===== config.mk =====
export PLATFORM = sky130hd
export DESIGN_NAME = pfsa_fifo
export DESIGN_NICKNAME = d
export VERILOG_FILES = /design/src/rtl/pfsa_fifo.sv
export SDC_FILE = /design/constraint.sdc
export NUM_CORES = 1
export LEC_CHECK = 0
export ABC_AREA = 1
export BUFFER_PORTS_ARGS = -buffer_cell sky130_fd_sc_hd__buf_2
export CORE_MARGIN = 2
export CORE_UTILIZATION = 49
export DETAILED_ROUTE_END_ITERATION = 10
export PLACE_DENSITY_LB_ADDON = 0.05
export SKIP_LAST_GASP = 1
export SYNTH_ARGS = -nofsm -noshare
export SYNTH_HDL_FRONTEND = slang
export SYNTH_SLANG_ARGS = --single-unit
export TNS_END_PERCENT = 30

===== constraint.sdc =====
create_clock -name clk -period 1.7 [get_ports clk]
set_clock_uncertainty 0.05 [all_clocks]
set_input_delay 0.34 -clock clk [delete_from_list [all_inputs] [get_ports clk]]
set_output_delay 0.34 -clock clk [all_outputs]
set_load 0.05 [all_outputs]

===== src/rtl/pfsa_fifo.sv =====
// two-entry operation queue between the front and the back part
`default_nettype none

module pfsa_fifo #(
	parameter int DATA_W = 8
) (
	input  wire logic              clk,
	input  wire logic              arst_n,
	input  wire logic              wr_valid,
	output      logic              wr_stall,
	input  wire logic [DATA_W-1:0] wr_data,
	output      logic              rd_valid,
	input  wire logic              rd_take,
	output      logic [DATA_W-1:0] rd_data
);

	logic [DATA_W-1:0] mem_q [2];
	logic              wr_ptr_q;
	logic              rd_ptr_q;
	logic [1:0]        fill_q;
	logic              do_wr;
	logic              do_rd;

	assign wr_stall = (fill_q == 2'd2);
	assign rd_valid = (fill_q != 2'd0);
	assign rd_data  = mem_q[rd_ptr_q];
	assign do_wr    = wr_valid && !wr_stall;
	assign do_rd    = rd_take && rd_valid;

	always_ff @(posedge clk) begin
		if (do_wr) begin
			mem_q[wr_ptr_q] <= wr_data;
		end
	end

	always_ff @(posedge clk or negedge arst_n) begin
		if (!arst_n) begin
			wr_ptr_q <= 1'b0;
			rd_ptr_q <= 1'b0;
			fill_q   <= 2'd0;
		end else begin
			if (do_wr) begin
				wr_ptr_q <= !wr_ptr_q;
			end
			if (do_rd) begin
				rd_ptr_q <= !rd_ptr_q;
			end
			case ({do_wr, do_rd})
				2'b10:   fill_q <= fill_q + 2'd1;
				2'b01:   fill_q <= fill_q - 2'd1;
				default: fill_q <= fill_q;
			endcase
		end
	end

	a_fill_range: assert property (@(posedge clk) disable iff (!arst_n)
		fill_q != 2'd3)
		else $error("queue fill out of range");
	a_ptr_match: assert property (@(posedge clk) disable iff (!arst_n)
		(fill_q == 2'd0 || fill_q == 2'd2) |-> wr_ptr_q == rd_ptr_q)
		else $error("queue pointers disagree with fill");
	a_ptr_split: assert property (@(posedge clk) disable iff (!arst_n)
		fill_q == 2'd1 |-> wr_ptr_q != rd_ptr_q)
		else $error("queue pointers disagree with single entry");

endmodule

`default_nettype wire


-- Word level (Yosys, flattened, before mapping)
Memories as Yosys holds them, arrays and structs flattened.
Cells that the tools add are included.
- bits in registers: 4
- memory bits (writable): 16
- input bits: 12
- output and inout port bits: 10
- logic and storage cells: 19
- memories: 1
- $add $sub $neg: 2
- eq/ne operators: 3
- mux-type cells: 3
- reductions and logical operators: 7
- memory list (memory ; words ; bits a word ; rd ports ; clocked after Yosys merged registers in ; wr ports ; line ; text):
    mem_q ; 2 ; 8 ; 1 ; 0 ; 1 ; 17 ; logic [DATA_W-1:0] mem_q [2];
- operators with widths (cell ; count):
    2-bit == test (second input constant) ; 2
    2-bit one-hot mux with 2 select lines ; 1
    2-bit nonzero test ; 2
    1-bit logical NOT ; 3
    2-bit by 1-bit adder with 2-bit output (second input constant) ; 1
    2-bit by 1-bit == test with 1-bit output (second input constant) ; 1
    1-bit logical AND ; 2
    1-bit 2-to-1 mux ; 2
    2-bit by 1-bit subtractor with 2-bit output (second input constant) ; 1

-- Logic depth before layout (Yosys ltp)
- word-level depth: 5
- gate-level depth with buffers: 10

-- Least setup slack after synthesis
Ideal clock, no wire load.
- path type: reg-to-reg
- from: register fill_q[1]
- to: register fill_q[1]
- library setup time: 0.117 ns
- arrival: 1.368 ns
- required time: 1.533 ns
- setup slack: 0.165 ns
- cell stages (with the launch flop): 10
- buffers on the path: 0
- period minus slack after synthesis: 1.535 ns
- cell sequence: dfrtp_1 > inv_1 > nand2_2 > nand2_2 > inv_1 > ha_1 > inv_1 > nand3_1 > nand2_1 > nand2_1
- elaborated cells on any way between the ends: 11
- RTL lines (what ; line ; text):
    from (decl) ; 20 ; logic [1:0] fill_q;
    from (signal assigned) ; 49 ; 2'b10: fill_q <= fill_q + 2'd1;
    from (signal assigned) ; 50 ; 2'b01: fill_q <= fill_q - 2'd1;
    from (signal assigned) ; 51 ; default: fill_q <= fill_q;
    2-bit nonzero test (*) ; 25 ; assign rd_valid = (fill_q != 2'd0);
    named net rd_valid ; 12 ; output logic rd_valid,
    1-bit logical AND (*) ; 28 ; assign do_rd = rd_take && rd_valid;
    named net do_rd ; 22 ; logic do_rd;
    2-bit by 1-bit == test with 1-bit output / 2-bit == test (equally long branches) ; 48 ; case ({do_wr, do_rd})
    2-bit one-hot mux with 2 select lines / 2-bit nonzero test (equally long branches) ; - ;
Mark *: on every way through the listed nets, which the timed path passes. The rest lies on a longest branch.
A chain may end at the register's enable or synchronous reset.

-- Worst setup path in the final report
- from: register rd_ptr_q
- to: output rd_data[7]
- word-level cells in the longest chain between the ends: 1
- ends and longest elaborated chain (what ; line ; text):
    from (decl) ; 19 ; logic rd_ptr_q;
    from (signal assigned) ; 46 ; rd_ptr_q <= !rd_ptr_q;
    memory read 2 x 8 bit ; - ;
    to (decl) ; 14 ; output logic [DATA_W-1:0] rd_data
Every way passes these cells.

==> reports/metrics.yaml <==
critical_path:
  start_kind: "register"
  cp_num_buf_inv: 2
  crit_path_top_delay_cell: "dfrtp_2"
  rr_worst_depth: 9
  path_class: "register to primary output"
  r2r_end: "fill_q[1]$_DFFE_PN0P_"
  cp_max_fo: 9
  crit_path_end_kind: "primary output"
  max_stage_delay_ns: 0.46
  cp_common_cell: "nand2_1"
  crit_arrival_ns: 1.28
  cp.required_ns: 1.31
  cp_cell_sequence: "inv_2, nand2_1, nand2_1, clkbuf_4"
  r2r-start: "fill_q[1]$_DFFE_PN0P_"
  cp_top_family: "flip-flops"
  r2r_setup_slack_ns: 0.26
pwr:
  peakVddDrop_mv: 1.30
  power_per_cell_area_mw_per_mm2: 2150
  power_mw: 2.22
  p_leak_nw: 0.493
floorplanning:
  die_w_um: 45.1
  die_area_mm2: 0.00204
  start_util_pct: 53.7
  fp.dieH_um: 45.1
  top_level_ports: 22
  core_mm2: 0.00154
  rows: 14
timing:
  worstMarginPinSlew_ns: 0.313
  rsz0062_at_grt: "true"
  maxSlewViolCount: 0
  min_period_ns: 1.67
  max_freq_ghz: 0.598
  whs_ns: 0.163
  hold_viol: 0
  fin_crit_sh_pct: 98.4
  max_slew_margin_pct: 79.1
  setup_violations: 0
layout:
  antenna_cells: 0
  finalNetCount: 114
  drive_above_1_share_pct: 35.0
  final_cell_mix: "nand2_1 (32), edfxtp_1 (16), buf_2 (13)"
  area_growth_pct: 24.6
  final_common_cell: "nand2_1"
  fin_cells: 116
grt:
  antenna_found_initial: 0
  grt_pass1_wl_um: 1990
  grt_pass1_vias: 491
  grt_max_degree: 13
  gr-total-overflow: 0
  grt_use_total_pct: 15.5
min_path:
  whs_path_depth: 1
  min_to: "mem_q[1][7]$_DFFE_PP_"
  worstHoldStart: "wr_data[7]"
  hp-class: "input port to register"
logic_synthesis:
  synthesis.area_per_instance_um2: 11.3
  ys_top_cells_by_area: "edfxtp_1 (58%), nand2_1 (15%), dfrtp_1 (12%)"
  yosys_warnings: 0
  synth_area_um2: 828
  synth_top_area_share_pct: 58.0
  synth_top_area_cell: "edfxtp_1"
  postSynthCellCount: 73
  ys_types: 14
  syn_nets: 86
  ys_ff_latch: 20
  synth_seq_area_share_pct: 70.1
clocking:
  clock_sinks: 20
  clkSlewWorstSetupHoldPaths_ns: 0.11
  worstSkewPairLatency_ns: 0.30
  cts_tree: "built"
  clockRootBuffer: "clkbuf_4"
  htreeDepth: 1
  cts_buffer_depth: 2
  cts_buffers: 3
outcome:
  status: "completed"
drt:
  vias_per_cell: 4.94
  vias: 573
  ant_nets: 0
  drt_wl_total_um: 1420
  drt_pre_antenna_iters: 4
  drc_errors: 0
  wl_per_cell_um: 12.2
  drt_iter0_drc: 27
placed_design:
  dp_cells: 110
  gp_congestion: 0.737
  dp.final_hpwl_um: 949
  io_buffers: 21
run:
  drv_cap: 0
==> Yosys cell counts <==
master,n
nand2_1,32
edfxtp_1,16
inv_1,6
dfrtp_1,4
inv_2,3
nand3_1,3
nand2_2,2
buf_12,1
ha_1,1
nand4_1,1
nor2_1,1
nor2_2,1
o21ai_2,1
xnor2_1,1
==> sequential cells by signal, summed over array words and instances (netlist names) <==
signal / count
fill_q: 2
mem_q: 16
rd_ptr_q: 1
wr_ptr_q: 1
==> worst register-to-register path: stages, from the launching register on <==
cell and delay, ns:
dfrtp_1 0.39, inv_1 0.15, nand2_2 0.09, nand2_2 0.07
inv_1 0.04, ha_1 0.29, inv_1 0.08, nand3_1 0.07
nand2_1 0.06, nand2_1 0.05
==> cell families (layout without fill, tap and decap cells) <==
logic type / count (synthesis) / count (layout) / synth area share (%)
simple gates: 40 / 40 / 19.8
buf+inv: 10 / 37 / 6.50
flops: 20 / 20 / 70.1
fa+ha+maj: 1 / 1 / 1.51
compound gates: 1 / 1 / 1.06
xor+xnor: 1 / 1 / 1.06
==> what timing repair did <==
action | CTS | global route
hold buffers | 1 | 0
endpoints found under the setup margin | 8 | 8
gates resized for setup | 3 | 6
buffers inserted | 0 | 1
hold endpoints to repair | 4 | 0
==> final cells by class <==
class / instances / area, µm²
Sequential cell: 20 / 582
Fill cell: 127 / 509
Multi-Input combinational cell: 43 / 194
Timing Repair Buffer: 24 / 150
Inverter: 9 / 33.8
Clock inverter: 1 / 30.0
Clock buffer: 3 / 22.5
Tap cell: 16 / 20.0
==> how the worst max path moves through the flow <==
| stage | cells after the start | slack (ns) | from | to |
|---|---|---|---|---|
| 4_1_cts | 4 | -0.05 | rd_ptr_q$_DFFE_PN0P_ | rd_data[3] |
| 6_report | 4 | 0.03 | rd_ptr_q$_DFFE_PN0P_ | rd_data[7] |
| 3_3_place_gp | 9 | 0.28 | fill_q[1]$_DFFE_PN0P_ | fill_q[1]$_DFFE_PN0P_ |
| 5_1_grt | 4 | -0.05 | rd_ptr_q$_DFFE_PN0P_ | rd_data[7] |
| 3_5_place_dp | 4 | 0.26 | rd_ptr_q$_DFFE_PN0P_ | rd_data[1] |
| 2_1_floorplan | 9 | 0.17 | fill_q[1]$_DFFE_PN0P_ | fill_q[1]$_DFFE_PN0P_ |
==> report_power, final <==
part           switching [mW]  internal (mW)
Combinational           0.777          0.298
Clock                   0.147          0.239
Sequential             0.0754          0.683
Total                    1.00           1.22
==> metal layers <==
layer | up-vias | part of all wire, % | global-route usage [%]
met5 | - | 0 | 0
met1 | 260 | 39 | 15.3
met4 | 0 | 3.1 | 14.1
met3 | 5 | 7.1 | 3.60
met2 | 21 | 51 | 26.6
li1 | 287 | - | -
==> through the flow <==
stage | area, µm² | util (%) | TNS [ns] | setup slack, ns
2_1_floorplan | 828 | - | 0 | 0.165
3_3_place_gp | 941 | 61.0 | 0 | 0.277
3_5_place_dp | 941 | 61.0 | 0 | 0.259
4_1_cts | 1010 | 65.5 | -0.257 | -0.0474
5_1_grt | 1030 | 67.0 | -0.0583 | -0.0519
6_report | 1030 | 67.0 | 0 | 0.0271
Note: power is estimated with default switching activity, not from simulation.
