File: config.mk
export PLATFORM = sky130hd
export DESIGN_NAME = pfsa_front
export DESIGN_NICKNAME = d
export VERILOG_FILES = /design/src/rtl/pfsa_pkg.sv /design/src/rtl/pfsa_front.sv
export SDC_FILE = /design/constraint.sdc
export NUM_CORES = 1
export LEC_CHECK = 0
export BUFFER_PORTS_ARGS = -buffer_cell sky130_fd_sc_hd__buf_2
export CAP_MARGIN = 5
export CORE_UTILIZATION = 55
export DETAILED_ROUTE_END_ITERATION = 10
export PLACE_DENSITY = 0.89
export SYNTH_ARGS = -nofsm -noshare
export SYNTH_HDL_FRONTEND = slang
export SYNTH_SLANG_ARGS = --single-unit
File: constraint.sdc
create_clock -name vclk -period 29.4
set_input_delay 7.35 -clock vclk [all_inputs]
set_output_delay 7.35 -clock vclk [all_outputs]
set_load 0.01 [all_outputs]
File: src/rtl/pfsa_pkg.sv
// shared types and constants of the page frame stack allocator
`default_nettype none

package pfsa_pkg;

	localparam int IN_ADDR_W  = 48;
	localparam int FREE_W     = 13;
	localparam int PAGE_SHIFT = 12;
	localparam int FRAME_BYTES = 4096;
	localparam int LOW_LIMIT_ADDR = 'h100000;
	localparam int LOW_LIMIT_PFN  = LOW_LIMIT_ADDR / FRAME_BYTES;

	localparam logic [1:0] CMD_CLEAR  = 2'd0;
	localparam logic [1:0] CMD_REGION = 2'd1;
	localparam logic [1:0] CMD_ALLOC  = 2'd2;
	localparam logic [1:0] CMD_FREE   = 2'd3;

	typedef enum logic [2:0] {
		OP_CLEAR,
		OP_REGION,
		OP_ALLOC,
		OP_FREE,
		OP_NOP
	} op_kind_t;

	localparam int KIND_W = $bits(op_kind_t);

	typedef enum logic [1:0] {
		ST_IDLE,
		ST_REGION,
		ST_POP
	} back_state_t;

endpackage

`default_nettype wire

File: src/rtl/pfsa_front.sv
// command classifier: page rounding and clipping of regions, frame number of frees
`default_nettype none

module pfsa_front #(
	parameter int PHYS_ADDR_BITS = 48
) (
	input  wire logic [1:0]                     cmd,
	input  wire logic [pfsa_pkg::IN_ADDR_W-1:0] region_base,
	input  wire logic [pfsa_pkg::IN_ADDR_W-1:0] region_length,
	input  wire logic                           region_usable,
	input  wire logic [pfsa_pkg::IN_ADDR_W-1:0] page_addr_in,
	output      logic [pfsa_pkg::KIND_W+2*(PHYS_ADDR_BITS-pfsa_pkg::PAGE_SHIFT+1)-1:0] op
);

	localparam int PFN_W  = PHYS_ADDR_BITS - pfsa_pkg::PAGE_SHIFT;
	localparam int OPV_W  = PFN_W + 1;
	localparam int SUM_W  = pfsa_pkg::IN_ADDR_W + 1;
	localparam int SPAN_W = (PFN_W + 1 > SUM_W - pfsa_pkg::PAGE_SHIFT + 1)
		? PFN_W + 1 : SUM_W - pfsa_pkg::PAGE_SHIFT + 1;

	logic [SUM_W-1:0]   first_sum;
	logic [SUM_W-1:0]   end_sum;
	logic [SPAN_W-1:0]  first_pfn;
	logic [SPAN_W-1:0]  end_pfn;
	logic [SPAN_W-1:0]  pfn_lim;
	pfsa_pkg::op_kind_t kind;
	logic [OPV_W-1:0]   val_a;
	logic [OPV_W-1:0]   val_b;

	always_comb begin
		first_sum = {1'b0, region_base} + SUM_W'(pfsa_pkg::FRAME_BYTES - 1);
		end_sum   = {1'b0, region_base} + {1'b0, region_length};
		first_pfn = SPAN_W'(first_sum[SUM_W-1:pfsa_pkg::PAGE_SHIFT]);
		end_pfn   = SPAN_W'(end_sum[SUM_W-1:pfsa_pkg::PAGE_SHIFT]);
		pfn_lim   = SPAN_W'(1) << PFN_W;
		// clip to the address space, skip everything below 1 MiB
		if (end_pfn > pfn_lim) begin
			end_pfn = pfn_lim;
		end
		if (first_pfn < SPAN_W'(pfsa_pkg::LOW_LIMIT_PFN)) begin
			first_pfn = SPAN_W'(pfsa_pkg::LOW_LIMIT_PFN);
		end
		val_a = '0;
		val_b = '0;
		case (cmd)
			pfsa_pkg::CMD_CLEAR: begin
				kind = pfsa_pkg::OP_CLEAR;
			end
			pfsa_pkg::CMD_REGION: begin
				if (region_usable && end_pfn > first_pfn) begin
					kind  = pfsa_pkg::OP_REGION;
					val_a = OPV_W'(first_pfn);
					val_b = OPV_W'(end_pfn);
				end else begin
					kind = pfsa_pkg::OP_NOP;
				end
			end
			pfsa_pkg::CMD_ALLOC: begin
				kind = pfsa_pkg::OP_ALLOC;
			end
			default: begin
				kind  = pfsa_pkg::OP_FREE;
				val_a = OPV_W'(PFN_W'(page_addr_in >> pfsa_pkg::PAGE_SHIFT));
			end
		endcase
		op = {kind, val_a, val_b};
	end

endmodule

`default_nettype wire

### Word-level counts from Yosys, hierarchy flattened

Index checks and enable logic that the tools add are counted.

* register bits after elaboration: 0
* latch bits: 0
* RAM bits: 0
* ROM bits: 0
* input bits: 147
* output and inout port bits: 77
* logic and storage cells: 18
* memories kept: 0

* add/subtract/negate cells: 2
* multiply operators: 0
* div/mod/pow operators: 0
* $lt $le $gt $ge: 3
* equality and inequality tests: 2
* shift-type cells: 0
* multiplexer cells: 8
* bitwise logic cells: 0
* reduce and logical (&&, ||, !) cells: 3

Operators by type and width (number)
* 37-bit 2-to-1 mux: 5
* 37-bit one-hot mux with 2 select lines: 1
* 48-bit by 12-bit adder with 49-bit output, second input constant: 1
* 48-bit by 48-bit adder with 49-bit output: 1
* 38-bit > comparator: 1
* 37-bit > comparator, second input constant: 1
* 37-bit by 9-bit less-than comparator with 1-bit output, second input constant: 1
* 3-bit one-hot mux with 3 select lines: 1
* 3-bit 2-to-1 mux: 1
* 2-bit by 1-bit == test with 1-bit output, second input constant: 1
* 2-bit == test, second input constant: 1
* 2-bit zero test: 1
* 2-bit OR reduction: 1
* 1-bit logical AND: 1

### Longest topological paths before layout

* depth after elaboration: 7
* mapped depth: 24

### Least setup slack after synthesis

No wires, ideal clock.

* kind: input to output
* start: input port region_base[38] (netlist name)
* end: output port op[32] (netlist name)
* data arrival time: 12334 ps
* data required time: 22050 ps
* slack: 9716 ps
* stages: 23
* path buffers: 4
* cells stage by stage: ha_1 -> clkbuf_1 -> nand2_1 -> nor3_2 -> or4b_1 -> a2111oi_2 -> nor3_1 -> o21bai_1 -> buf_2 -> buf_1 -> nor2_1 -> ha_1 -> nand4_1 -> nor2_1 -> and4_1 -> nand2_1 -> a221o_1 -> a31o_1 -> a21o_1 -> or3b_1 -> or2_1 -> buf_6 -> a2111oi_4

* longest elaborated chain between the ends: 7

Ends and longest elaborated chain
* start: declaration: line pfsa_front.sv:8 `input wire logic [pfsa_pkg::IN_ADDR_W-1:0] region_base,`
* 48-bit by 48-bit adder with 49-bit output / 48-bit by 12-bit adder with 49-bit output (equally long branches): line pfsa_front.sv:32, pfsa_front.sv:31
* 37-bit > comparator / 37-bit by 9-bit less-than comparator with 1-bit output (equally long branches): line pfsa_front.sv:37, pfsa_front.sv:40
* 37-bit 2-to-1 mux, on equally long branches: line pfsa_front.sv:37, pfsa_front.sv:40
* 38-bit > comparator: line pfsa_front.sv:50 `if (region_usable && end_pfn > first_pfn) begin`
* 1-bit logical AND: line pfsa_front.sv:50
* 37-bit 2-to-1 mux *: line pfsa_front.sv:50
* 37-bit 2-to-1 mux *: line pfsa_front.sv:45 `case (cmd)`
* end: declaration: line pfsa_front.sv:12 `output logic [pfsa_pkg::KIND_W+2*(PHYS_ADDR_BITS-pfsa_pkg::PAGE_SHIFT+1)-1:0] op`

Every way passes the cells marked *; elsewhere a longest branch is shown, timed or not.

### Worst setup path after layout

* start: input port region_base[32] (netlist name)
* end: output port op[32] (netlist name)

Same word-level chain as after synthesis.

==> results.py <==
metrics = {
    "synth": {
        "synthesis.area_um2": 5800,
        "yosysSeqAreaShare_pct": 0,
        "postSynthCellCount": 914,
        "ys_types": 77,
        "synthSimpleGateAreaFrac_pct": 35.6,
        "synth_compound_area_share_pct": 31.3,
        "syn-num-nets": 1145,
        "synth_top_family_by_area": "simple AND/OR/NAND/NOR gates",
        "yosysWarnings": 0,
        "synth_fa_ha_area_share_pct": 18.1,
        "avgSynthCellArea_um2": 6.35,
        "synth_xor_area_share_pct": 9.05,
        "synth.mux.area_fraction_pct": 1.57,
    },
    "die": {
        "io-pin-count": 224,
        "fp.dieH_um": 105,
        "coreArea_um2": 10300,
        "dieArea_um2": 11000,
        "initial_utilization_pct": 56.5,
        "dieWidth_um": 105,
        "num_rows": 37,
    },
    "run_status": {
        "status": "finished clean",
    },
    "placed_design": {
        "place_ws_ns": 7.83,
        "hpwl_um": 18800,
        "io_buffers": 212,
        "gp_congestion": 1.08,
    },
    "detailed_routing": {
        "vias_per_cell": 6.48,
        "wl_per_cell_um": 18.0,
        "dr.first_iter.drc_count": 765,
        "wl_um": 22000,
        "final_antenna_net_count": 0,
        "dr_total_vias": 7918,
        "drc_errors": 0,
        "dr.pass1.iters": 8,
    },
    "critical_path": {
        "required_ns": 22.05,
        "arrival_ns": 14.38,
        "start_kind": "input port",
        "path_cells": "buf_2, ha_1, nand4_1, nor3_2, or4b_1, a2111oi_2, nor3_1, o21bai_2, buf_4, nor2_1, ha_1, nand3_1, nor3_2, and4_1, nand2_1, a221o_1, a31o_1, a21o_1, or3b_1, or2_1, buf_4, a2111oi_4, buf_2",
        "cpMaxStageDelayCell": "or3b_1",
        "slowest_delay_ns": 0.75,
        "crit_path_end_kind": "primary output",
        "critPathTopFamily": "simple AND/OR/NAND/NOR gates",
        "crit_buf_inv": 4,
        "crit_path_max_fanout": 35,
        "critPathKind": "input port to primary output",
    },
    "global_routing": {
        "grt_max_degree": 36,
        "grt_pass1_wl_um": 33900,
        "antenna_found_initial": 0,
        "track_usage_pct": 37.7,
        "grt_pass1_vias": 6956,
        "overflow": 0,
    },
    "sta": {
        "fin_crit_ns": 21.73,
        "worstMarginPinSlew_ns": 1.12,
        "final.setup.worst_slack_ns": 7.67,
        "maxSlewViolCount": 0,
        "fin_tns_setup_ns": 0,
        "final.period_utilization_pct": 73.9,
        "max_freq_mhz": 46.0,
        "rsz0062_at_grt": "false",
        "maxSlewHeadroom_pct": 24.9,
        "hold_viol": 0,
        "setup_viol": 0,
    },
    "cts": {
        "cts_hold_buf": 0,
        "post_cts.resized_instances": 0,
        "cts_setup_buffers": 0,
    },
    "power": {
        "p_leak_nw": 3.23,
        "power.density_nw_per_um2": 22.0,
        "ir_drop_mv": 0.0108,
    },
    "flow_run": {
        "cap_viol_max_count": 0,
    },
    "min_path": {
        "hold_class": "input port to primary output",
    },
    "layout": {
        "layout-drive-gt1-share_pct": 22.4,
        "nClkBuffers": 0,
        "fin_util_pct": 66.8,
        "area_delta_synth_final_pct": 18.2,
        "n_fill_cell": 1040,
        "numSequentialCells": 0,
        "regArea_um2": 0,
        "multi_input_area_um2": 5550,
        "num_antenna_cells": 0,
        "nets": 1318,
    },
}
==> cells in the final DEF (no fill, tap or decap), types with 8 or more instances in the layout <==
cell type | netlist | layout
nand2_1 | 113 | 113
ha_1 | 84 | 84
and2_1 | 11 | 11
nand3_1 | 31 | 31
inv_1 | 17 | 17
nand2b_1 | 14 | 14
a211oi_1 | 11 | 11
mux2i_1 | 8 | 8
a21oi_1 | 84 | 84
xnor2_1 | 34 | 34
o21ai_0 | 71 | 71
xor2_1 | 26 | 26
nor3_1 | 20 | 20
nor2_1 | 127 | 127
nor2b_1 | 8 | 8
nor4_1 | 10 | 10
and3_1 | 11 | 11
and4_1 | 11 | 11
a21o_1 | 15 | 15
buf_2 | 16 | 212
o211ai_1 | 15 | 15
nand4_1 | 36 | 36
or2_2 | 8 | 8
==> worst min-delay path: stages <==
cell	delay [ns]
buf_2	0.08
nand2_1	0.03
o21ai_0	0.05
buf_2	0.12
==> cell type report <==
type / instances / share of cell area, %
timing repair buffer: 214 / 15.7
inverter: 17 / 0.930
multi-input combinational: 854 / 80.9
tap: 136 / 2.48
==> logic make-up after synthesis <==
| family | Yosys count |
|---|---|
| and+or+nand+nor | 421 |
| adders and majority gates | 84 |
| xor gates and xnor gates | 60 |
| buffers and inverters | 60 |
| muxes | 9 |
| AOI/OAI and AO/OA | 280 |
==> stage by stage <==
stage               cell area [um2]  std cells  power (mW)  hold slack [ns]
finish                         6860       1221       0.151            14.98
CTS                            6860       1221       0.146            14.98
global placement               6860       1221       0.143            14.98
floorplan                      5800        914      0.0989            14.82
detailed placement             6860       1221       0.145            14.98
global route                   6860       1221       0.164            14.99
==> synth_stat cells (all sizes together), types with 14 or more instances <==
cell type | instances | area share (%)
nor2 | 128 | 8.3
o211ai | 15 | 1.9
buf | 18 | 1.6
o21ai | 75 | 6.5
a21oi | 85 | 7.4
nand2b | 14 | 1.5
ha | 84 | 18
xnor2 | 34 | 5.1
nand3 | 31 | 2.7
a21o | 15 | 1.9
clkbuf | 25 | 1.7
nand4 | 37 | 4.2
nor3 | 24 | 2.5
xor2 | 26 | 3.9
inv | 17 | 1.1
nand2 | 113 | 7.3
==> report_power, final <==
group	internal (mW)	total (mW)	switching (mW)
clock network	0	0	0
logic	0.0562	0.151	0.0949
registers	0	0	0
==> layer usage <==
metal	vias to the layer above	track usage (%)	routed length [um]
met4	0	9.96	597
met3	54	3.18	2280
li1	3750	-	-
met2	480	64.2	10100
met1	3634	50.6	9000
met5	-	0	0
==> path summary, 6_finish.rpt <==
| path | startpoint | endpoint | slack, ns | cells after the start |
|---|---|---|---|---|
| setup / recovery | region_base[32] | op[32] | 7.67 | 23 |
| hold / removal | page_addr_in[35] | op[60] | 14.98 | 4 |
Note: power is estimated with default switching activity, not from simulation.
